## config.mk

```make
export PLATFORM = sky130hd
export DESIGN_NAME = byte_translate_delete_squeeze
export DESIGN_NICKNAME = d
export VERILOG_FILES = /design/src/sv/btds_pkg.sv /design/src/sv/byte_translate_delete_squeeze.sv /design/src/sv/btds_ram.sv /design/src/sv/btds_queue.sv /design/src/sv/btds_front.sv /design/src/sv/btds_back.sv
export SDC_FILE = /design/constraint.sdc
export NUM_CORES = 2
export LEC_CHECK = 0
export BUFFER_PORTS_ARGS = -buffer_cell sky130_fd_sc_hd__buf_2
export CAP_MARGIN = 30
export CORE_UTILIZATION = 50
export DETAILED_ROUTE_END_ITERATION = 7
export PLACE_DENSITY = 0.65
export SLEW_MARGIN = 25
export SYNTH_ARGS = -nofsm -noshare
export SYNTH_HDL_FRONTEND = slang
export SYNTH_SLANG_ARGS = --single-unit
```

## constraint.sdc

```tcl
create_clock -name clk -period 3.8 [get_ports clk]
set_input_delay 0.76 -clock clk [delete_from_list [all_inputs] [get_ports clk]]
set_output_delay 0.76 -clock clk [all_outputs]
set_load 0.01 [all_outputs]
```

## src/sv/btds_pkg.sv

```systemverilog
// Package for the byte translate, delete and squeeze filter.
// Holds the command and register codes, the queue entry type and the queue sizing.
// Used by every module of the block but btds_ram; depends on nothing else.
`timescale 1ns / 1ps
`default_nettype none

package btds_pkg;

  // Input command codes
  localparam logic CMD_DATA  = 1'b0;
  localparam logic CMD_WRITE = 1'b1;

  // Configuration register indexes
  localparam int   CFG_INDEX_W      = 1;
  localparam logic REG_DELETE_MODE  = 1'b0;
  localparam logic REG_SQUEEZE_MODE = 1'b1;

  // Queue between the lookup front end and the output back end
  localparam int QUEUE_DEPTH = 4;
  localparam int QPTR_W      = 2;
  localparam int QCNT_W      = 3;

  // One byte that survived deletion, with its squeeze mark
  typedef struct packed {
    logic [7:0] sym;
    logic       sq_mark;
  } qentry_t;

  // Queue status seen by both ends
  typedef struct packed {
    logic              not_empty;
    logic [QCNT_W-1:0] count;
  } qstatus_t;

endpackage

`default_nettype wire

```

## src/sv/byte_translate_delete_squeeze.sv

```systemverilog
// Byte filter in the manner of tr: each data byte is translated through a table, or, with
// delete mode on, dropped when its delete mark is set and otherwise passed untranslated; with
// squeeze on, repeats of a held squeeze-marked byte are dropped. The block takes one input
// transfer per cycle while in_stall is low and emits at most one byte per cycle. A data byte
// passes two registered table reads (replacement and delete mark, then the squeeze mark of
// the emitted byte), a four-entry queue and the output register. A table write takes one
// transfer and emits nothing; the entry is in effect for the very next byte. After reset
// the table is the identity map with all marks clear at once, with no clearing pass.
// Configuration must be written only while the block is empty.
`timescale 1ns / 1ps
`default_nettype none

module byte_translate_delete_squeeze #(
  parameter int SYMBOL_COUNT = 256
) (
  input  wire logic                             clk,
  input  wire logic                             rst,
  input  wire logic                             cfg_write,
  input  wire logic [btds_pkg::CFG_INDEX_W-1:0] cfg_index,
  input  wire logic                             cfg_data,
  input  wire logic                             in_valid,
  output logic                                  in_stall,
  input  wire logic                             command,
  input  wire logic [7:0]                       byte_value,
  input  wire logic [7:0]                       map_to,
  input  wire logic                             delete_mark,
  input  wire logic                             squeeze_mark,
  output logic                                  out_valid,
  input  wire logic                             out_stall,
  output logic [7:0]                            out_byte
);

  logic               delete_mode;
  logic               squeeze_mode;
  logic               push;
  logic               pop;
  btds_pkg::qentry_t  push_entry;
  btds_pkg::qentry_t  head;
  btds_pkg::qstatus_t q_status;

  // Configuration registers
  always_ff @(posedge clk) begin
    if (rst) begin
      delete_mode  <= 1'b0;
      squeeze_mode <= 1'b0;
    end else if (cfg_write) begin
      case (cfg_index)
        btds_pkg::REG_DELETE_MODE:  delete_mode  <= cfg_data;
        btds_pkg::REG_SQUEEZE_MODE: squeeze_mode <= cfg_data;
        default: begin
        end
      endcase
    end
  end

  // Table lookup and deletion
  btds_front #(
    .SYMBOL_COUNT (SYMBOL_COUNT)
  ) u_front (
    .clk          (clk),
    .rst          (rst),
    .delete_mode  (delete_mode),
    .in_valid     (in_valid),
    .in_stall     (in_stall),
    .command      (command),
    .byte_value   (byte_value),
    .map_to       (map_to),
    .delete_mark  (delete_mark),
    .squeeze_mark (squeeze_mark),
    .q_status     (q_status),
    .push         (push),
    .push_entry   (push_entry)
  );

  // Queue between the two halves
  btds_queue u_queue (
    .clk        (clk),
    .rst        (rst),
    .push       (push),
    .push_entry (push_entry),
    .pop        (pop),
    .head       (head),
    .status     (q_status)
  );

  // Squeezing and output
  btds_back u_back (
    .clk          (clk),
    .rst          (rst),
    .squeeze_mode (squeeze_mode),
    .head         (head),
    .q_status     (q_status),
    .pop          (pop),
    .out_valid    (out_valid),
    .out_stall    (out_stall),
    .out_byte     (out_byte)
  );

endmodule

`default_nettype wire

```

## src/sv/btds_ram.sv

```systemverilog
// Generic single write port, single read port RAM with a registered read.
// Read during write to the same address returns the old contents.
// Depends on nothing else.
`timescale 1ns / 1ps
`default_nettype none

module btds_ram #(
  parameter int WIDTH = 8,
  parameter int DEPTH = 256
) (
  input  wire logic                     clk,
  input  wire logic                     we,
  input  wire logic [$clog2(DEPTH)-1:0] waddr,
  input  wire logic [WIDTH-1:0]         wdata,
  input  wire logic [$clog2(DEPTH)-1:0] raddr,
  output logic      [WIDTH-1:0]         rdata
);

  logic [WIDTH-1:0] mem [DEPTH];

  // Write and registered read share the clock edge
  always_ff @(posedge clk) begin
    if (we) begin
      mem[waddr] <= wdata;
    end
    rdata <= mem[raddr];
  end

endmodule

`default_nettype wire

```

## src/sv/btds_queue.sv

```systemverilog
// Four-entry queue that carries surviving bytes from the lookup front end
// to the output back end. Depends on btds_pkg.
`timescale 1ns / 1ps
`default_nettype none

module btds_queue (
  input  wire logic              clk,
  input  wire logic              rst,
  input  wire logic              push,
  input  wire btds_pkg::qentry_t push_entry,
  input  wire logic              pop,
  output btds_pkg::qentry_t      head,
  output btds_pkg::qstatus_t     status
);

  btds_pkg::qentry_t                 slots [btds_pkg::QUEUE_DEPTH];
  logic [btds_pkg::QPTR_W-1:0]       wr_ptr;
  logic [btds_pkg::QPTR_W-1:0]       rd_ptr;
  logic [btds_pkg::QCNT_W-1:0]       count;

  // Entry storage needs no reset
  always_ff @(posedge clk) begin
    if (push) begin
      slots[wr_ptr] <= push_entry;
    end
  end

  // Pointers and fill count
  always_ff @(posedge clk) begin
    if (rst) begin
      wr_ptr <= '0;
      rd_ptr <= '0;
      count  <= '0;
    end else begin
      if (push) begin
        wr_ptr <= wr_ptr + 1'b1;
      end
      if (pop) begin
        rd_ptr <= rd_ptr + 1'b1;
      end
      case ({push, pop})
        2'b10:   count <= count + 1'b1;
        2'b01:   count <= count - 1'b1;
        default: count <= count;
      endcase
    end
  end

  assign head             = slots[rd_ptr];
  assign status.not_empty = (count != '0);
  assign status.count     = count;

  // The front end's credit check must keep the queue from overflowing.
  a_no_overflow : assert property (@(posedge clk) disable iff (rst)
    push |-> (count < btds_pkg::QCNT_W'(btds_pkg::QUEUE_DEPTH) || pop))
    else $error("queue pushed while full");

  a_no_underflow : assert property (@(posedge clk) disable iff (rst)
    pop |-> (count != '0))
    else $error("queue popped while empty");

  a_full_ptrs : assert property (@(posedge clk) disable iff (rst)
    (count == btds_pkg::QCNT_W'(btds_pkg::QUEUE_DEPTH)) |-> (wr_ptr == rd_ptr))
    else $error("queue pointers disagree with full count");

endmodule

`default_nettype wire

```

## src/sv/btds_front.sv

```systemverilog
// Front end: accepts input transfers, writes table entries, looks up the
// replacement and delete mark, drops deleted bytes and reads the squeeze mark.
// Depends on btds_pkg and btds_ram.
`timescale 1ns / 1ps
`default_nettype none

module btds_front #(
  parameter int SYMBOL_COUNT = 256
) (
  input  wire logic               clk,
  input  wire logic               rst,
  input  wire logic               delete_mode,
  input  wire logic               in_valid,
  output logic                    in_stall,
  input  wire logic               command,
  input  wire logic [7:0]         byte_value,
  input  wire logic [7:0]         map_to,
  input  wire logic               delete_mark,
  input  wire logic               squeeze_mark,
  input  wire btds_pkg::qstatus_t q_status,
  output logic                    push,
  output btds_pkg::qentry_t       push_entry
);

  // Only byte values below both the symbol count and 256 have table entries
  localparam int TABLE_DEPTH = (SYMBOL_COUNT < 256) ? SYMBOL_COUNT : 256;
  localparam int IDX_W       = $clog2(TABLE_DEPTH);
  localparam logic [8:0] TABLE_LIMIT = 9'(TABLE_DEPTH);

  logic                   accept;
  logic                   data_accept;
  logic                   in_table;
  logic                   tbl_we;
  logic [TABLE_DEPTH-1:0] entry_vld;
  logic [8:0]             map_rdata;
  logic                   sq_rdata;
  logic [3:0]             credit;

  logic                   s1_valid;
  logic [7:0]             s1_byte;
  logic                   s1_hit;
  logic [7:0]             s1_replace;
  logic                   s1_delete;
  logic [7:0]             s1_sym;
  logic                   s1_keep;
  logic                   s1_sym_in_table;

  logic                   s2_valid;
  logic [7:0]             s2_sym;
  logic                   s2_hit;

  // Hold off new transfers while the queue could not take every byte in flight
  assign credit   = 4'(q_status.count) + 4'(s1_valid) + 4'(s2_valid);
  assign in_stall = (credit >= 4'(btds_pkg::QUEUE_DEPTH));

  assign accept      = in_valid & ~in_stall;
  assign in_table    = ({1'b0, byte_value} < TABLE_LIMIT);
  assign tbl_we      = accept & (command == btds_pkg::CMD_WRITE) & in_table;
  assign data_accept = accept & (command == btds_pkg::CMD_DATA);

  // Written entries are marked; unwritten ones read as identity with clear marks
  always_ff @(posedge clk) begin
    if (rst) begin
      entry_vld <= '0;
    end else if (tbl_we) begin
      entry_vld[byte_value[IDX_W-1:0]] <= 1'b1;
    end
  end

  // Replacement byte and delete mark, looked up with the input byte
  btds_ram #(
    .WIDTH (9),
    .DEPTH (TABLE_DEPTH)
  ) u_map_ram (
    .clk   (clk),
    .we    (tbl_we),
    .waddr (byte_value[IDX_W-1:0]),
    .wdata ({map_to, delete_mark}),
    .raddr (byte_value[IDX_W-1:0]),
    .rdata (map_rdata)
  );

  // First stage: the byte whose map entry is being read
  always_ff @(posedge clk) begin
    if (rst) begin
      s1_valid <= 1'b0;
    end else begin
      s1_valid <= data_accept;
    end
    s1_byte <= byte_value;
    s1_hit  <= in_table & entry_vld[byte_value[IDX_W-1:0]];
  end

  // Translate or delete, then form the emitted byte
  assign s1_replace      = s1_hit ? map_rdata[8:1] : s1_byte;
  assign s1_delete       = s1_hit & map_rdata[0];
  assign s1_sym          = delete_mode ? s1_byte : s1_replace;
  assign s1_keep         = s1_valid & ~(delete_mode & s1_delete);
  assign s1_sym_in_table = ({1'b0, s1_sym} < TABLE_LIMIT);

  // Squeeze mark, looked up with the emitted byte
  btds_ram #(
    .WIDTH (1),
    .DEPTH (TABLE_DEPTH)
  ) u_squeeze_ram (
    .clk   (clk),
    .we    (tbl_we),
    .waddr (byte_value[IDX_W-1:0]),
    .wdata (squeeze_mark),
    .raddr (s1_sym[IDX_W-1:0]),
    .rdata (sq_rdata)
  );

  // Second stage: a surviving byte whose squeeze mark is being read
  always_ff @(posedge clk) begin
    if (rst) begin
      s2_valid <= 1'b0;
    end else begin
      s2_valid <= s1_keep;
    end
    s2_sym <= s1_sym;
    s2_hit <= s1_sym_in_table & entry_vld[s1_sym[IDX_W-1:0]];
  end

  assign push               = s2_valid;
  assign push_entry.sym     = s2_sym;
  assign push_entry.sq_mark = s2_hit & sq_rdata;

  // Bytes in flight plus queued bytes never exceed the queue size.
  a_credit : assert property (@(posedge clk) disable iff (rst)
    credit <= 4'(btds_pkg::QUEUE_DEPTH))
    else $error("more bytes in flight than the queue can hold");

endmodule

`default_nettype wire

```

## src/sv/btds_back.sv

```systemverilog
// Back end: takes bytes from the queue, drops repeats of a held squeeze-marked
// byte and drives the output register. Depends on btds_pkg.
`timescale 1ns / 1ps
`default_nettype none

module btds_back (
  input  wire logic               clk,
  input  wire logic               rst,
  input  wire logic               squeeze_mode,
  input  wire btds_pkg::qentry_t  head,
  input  wire btds_pkg::qstatus_t q_status,
  output logic                    pop,
  output logic                    out_valid,
  input  wire logic               out_stall,
  output logic [7:0]              out_byte
);

  logic [7:0] last_byte;
  logic       last_valid;
  logic       drop;
  logic       emit;

  // Take the queue head whenever the output register is free or being emptied
  assign pop  = q_status.not_empty & (~out_valid | ~out_stall);
  assign drop = squeeze_mode & last_valid & (head.sym == last_byte);
  assign emit = pop & ~drop;

  // Held byte follows every emitted byte
  always_ff @(posedge clk) begin
    if (rst) begin
      last_byte  <= '0;
      last_valid <= 1'b0;
    end else if (emit) begin
      last_byte  <= head.sq_mark ? head.sym : 8'd0;
      last_valid <= head.sq_mark;
    end
  end

  // Output register
  always_ff @(posedge clk) begin
    if (rst) begin
      out_valid <= 1'b0;
    end else begin
      out_valid <= emit | (out_valid & out_stall);
    end
    if (emit) begin
      out_byte <= head.sym;
    end
  end

  // The held state must mirror the squeeze mark of the last emitted byte.
  a_held_tracks : assert property (@(posedge clk) disable iff (rst)
    emit |=> (last_valid == $past(head.sq_mark)))
    else $error("held byte state does not follow the emitted byte");

endmodule

`default_nettype wire

```

==> metrics.csv <==
metric,value,unit
status,"complete, but fails checks",
failed_checks,negative setup slack,
cts_setup_buffers,0,
rows,174,
p_leak,0.0431,uW
tns,-0.0668,ns
startpoint_type,register,
cts_buffers,312,
pwr-share-seq,50.4,%
power.switching,15000,uW
tightest_slew,1.13,ns
min_period,3.87,ns
core_area,0.225,mm^2
fp.dieW,478,um
fill_cells,16200,
yosys_most_used_dff,edfxtp_1,
synth_top_family_by_area,multiplexers,
ys_seq_area_share,74.3,%
dieHeight,478,um
area.growth.synth_to_final,17.0,%
remaining_drc_errors,0,
placed_cell_area,0.122,mm^2
crit_cells,10,
drive_above_1_share,30.1,%
cp.arrival,4.68,ns
setup_viol,1,
synthXorXnorAreaFrac,0.0772,%
grt_pass1_wl,458000,um
cpMaxStageDelayCell,o31ai_4,
synth-edff-count,2604,
vias_per_cell,6.37,
synth_seq_cells,2911,
synth_area_leaders,"edfxtp_1 69%, mux4_2 16%, dfxtp_1 5.4%",
antenna_left,0,
critPathCaptureType,register,
swShare,21.5,%
post-dp-hpwl,203000,um
routabilityCongestion,0.926,
antenna_found_initial,13,
design.die.area,0.229,mm^2
h-tree-depth,5,
first_pass_iters,8,
grt_pass1_vias,61700,
wl,322000,um
crit_chain,"nand2b_1, buf_4, o31ai_4, buf_4, a222oi_1, a311o_1, o211ai_1, buf_4, o211ai_1, buf_4",
ioPinCount,36,
crit_path_max_fanout,19,
pre_cts_ws,-0.314,ns
final_cells,9843,
syn-num-nets,5949,
reg2reg_depth,10,
p_int,54700,uW
cts.path.max_buffers,4,
period_share,102,%
avgSynthCellArea,19.2,um^2
cts.clk_slew.worst_paths,0.06,ns
netlist_area,0.113,mm^2
drv_cap,0,
nets,6642,
wl_per_cell,32.7,um
max_freq,259,MHz
grtUsageTotal,28.2,%
vias,62700,
synthDistinctLibCells,67,
finalClockSkew,0.0740,ns
total_power,69700,uW
critical-path-top-delay-family,compound AO/OA/AOI/OAI gates,
start_util,50.4,%
drv_slew,0,
ff2ff_setup_slack,-0.07,ns
yosysTopAreaCellShare,68.9,%
muxShareOfSynthArea,16.7,%
synth_area_leader_cell,edfxtp_1,
synthSimpleGateAreaFrac,4.63,%
hold_viol,0,
critPathMaxStageDelay,0.81,ns
grt_max_degree,137,
synthCells,5916,
root_buffer,clkbuf_16,
pwr-share-clk,43.5,%
cp_common_cell,buf_4,
clock_sinks,2911,
required,4.62,ns
hold_depth,3,
portBuffers,35,
cp_num_buf_inv,4,
vdd_ir_drop_max,0.484,mV
rsz0062_at_grt,no,
share_comb_of_total_power,6.1,%
synth_adder_area_share,0.0838,%
slew_headroom,24.7,%
cts_tree,done,
async_flop_share,0,%
yosysWarningCount,0,
power_density,525,mW/mm^2
fin_area,0.133,mm^2
clock_latency,0.95,ns
ys_top_cells_by_count,"2604 x edfxtp_1, 809 x mux4_2, 763 x nor2_1",
drt_iter0_markers,8938,
yosysMostFrequentCell,edfxtp_1,
overflow,0,
setup_ws,-0.0668,ns
setup.worst_path.class,register to register,
hp-class,input pin to register,
dp.cells,9283,
synth_compound_area_share,2.66,%
cells by family after synthesis:
| group | count (synthesis) |
|---|---|
| XOR/XNOR | 10 |
| AO/OA/AOI/OAI | 421 |
| flip-flops | 2911 |
| multiplexers | 885 |
| buffers and inverters | 377 |
| AND/OR/NAND/NOR | 1305 |
| adder cells (fa/ha/maj) | 7 |
metal layers:
metal	vias up	track usage, %	share of wire (%)
li1	25300	-	-
met1	33000	39.2	39
met2	3617	43.6	47
met3	765	5.87	10
met4	12	12.2	4.8
met5	-	0	0.028
cells in the final DEF (no fill, tap or decap), types with 43 or more instances in the layout:
cell type	netlist	routed
mux2i_1	74	72
buf_12	0	94
clkinv_1	1	54
edfxtp_1	2604	2604
a21oi_1	80	80
clkbuf_1	194	45
nand2_1	365	356
a22oi_1	46	46
clkbuf_16	0	317
dfxtp_1	307	307
nand3_1	88	82
nor2_1	763	761
clkinv_2	0	55
buf_4	26	596
mux4_2	809	809
a31oi_1	48	43
worst reg2reg max path: cells and delay by family (launching register included):
family	cells	cell delay (ns)
compound gates	5	1.79
buf+inv	4	1.08
flops	1	0.68
simple gates	1	0.21
repair_timing:
| item | 4_1_cts | 5_1_grt |
|---|---|---|
| setup endpoints to repair | 0 | 1 |
| hold endpoints to repair | 1 | 0 |
| gates resized for setup | 0 | 2 |
| hold buffers | 1 | 0 |
through the flow:
stage                     hold slack [ns]  utilization (%)
after floorplan                     0.407                -
final                              0.0620             59.0
after CTS                         0.00957             58.9
after global placement              0.450             54.4
after detailed placement            0.462             54.4
after global routing               0.0450             59.0
power by group through the flow:
stage	logic, uW	clock network (uW)	registers (uW)
after floorplan	2080	0	35800
after global placement	4130	0	35800
after detailed placement	4200	0	35800
after CTS	4210	30700	35100
after global routing	4420	31800	35100
final	4240	30300	35100
flip-flops by register name, summed over array words and instances (netlist names), 2 cells and up, named ones only:
name / count
u_queue.slots: 36
u_front.u_map_ram.mem: 2304
u_front.entry_vld: 256
u_back.last_byte: 8
u_back.out_byte: 8
u_front.u_map_ram.rdata: 9
u_front.u_squeeze_ram.mem: 256
u_front.s1_byte: 8
u_queue.wr_ptr: 2
u_queue.rd_ptr: 2
u_front.s2_sym: 8
u_queue.count: 3
layout make-up:
type / count / area, um^2 / share of cell area (%)
Multi-Input combinational cell: 2628 / 27600 / 20.8
Sequential cell: 2911 / 84300 / 63.5
Clock buffer: 375 / 8280 / 6.24
Antenna cell: 8 / 20.0 / 0.0151
Inverter: 27 / 109 / 0.0820
Tap cell: 2992 / 3740 / 2.82
Timing Repair Buffer: 729 / 6750 / 5.08
Clock inverter: 173 / 1860 / 1.40
worst paths after layout:
kind | endpoint | start
worst min-delay path | u_front.s1_valid | in_valid
worst min register to register | u_back.last_byte[1] | u_back.last_byte[1]
worst max-delay path | u_front.s2_hit | u_front.s1_hit
worst max register to register | u_front.s2_hit | u_front.s1_hit
No activity file was read; power rests on OpenSTA's default activity.
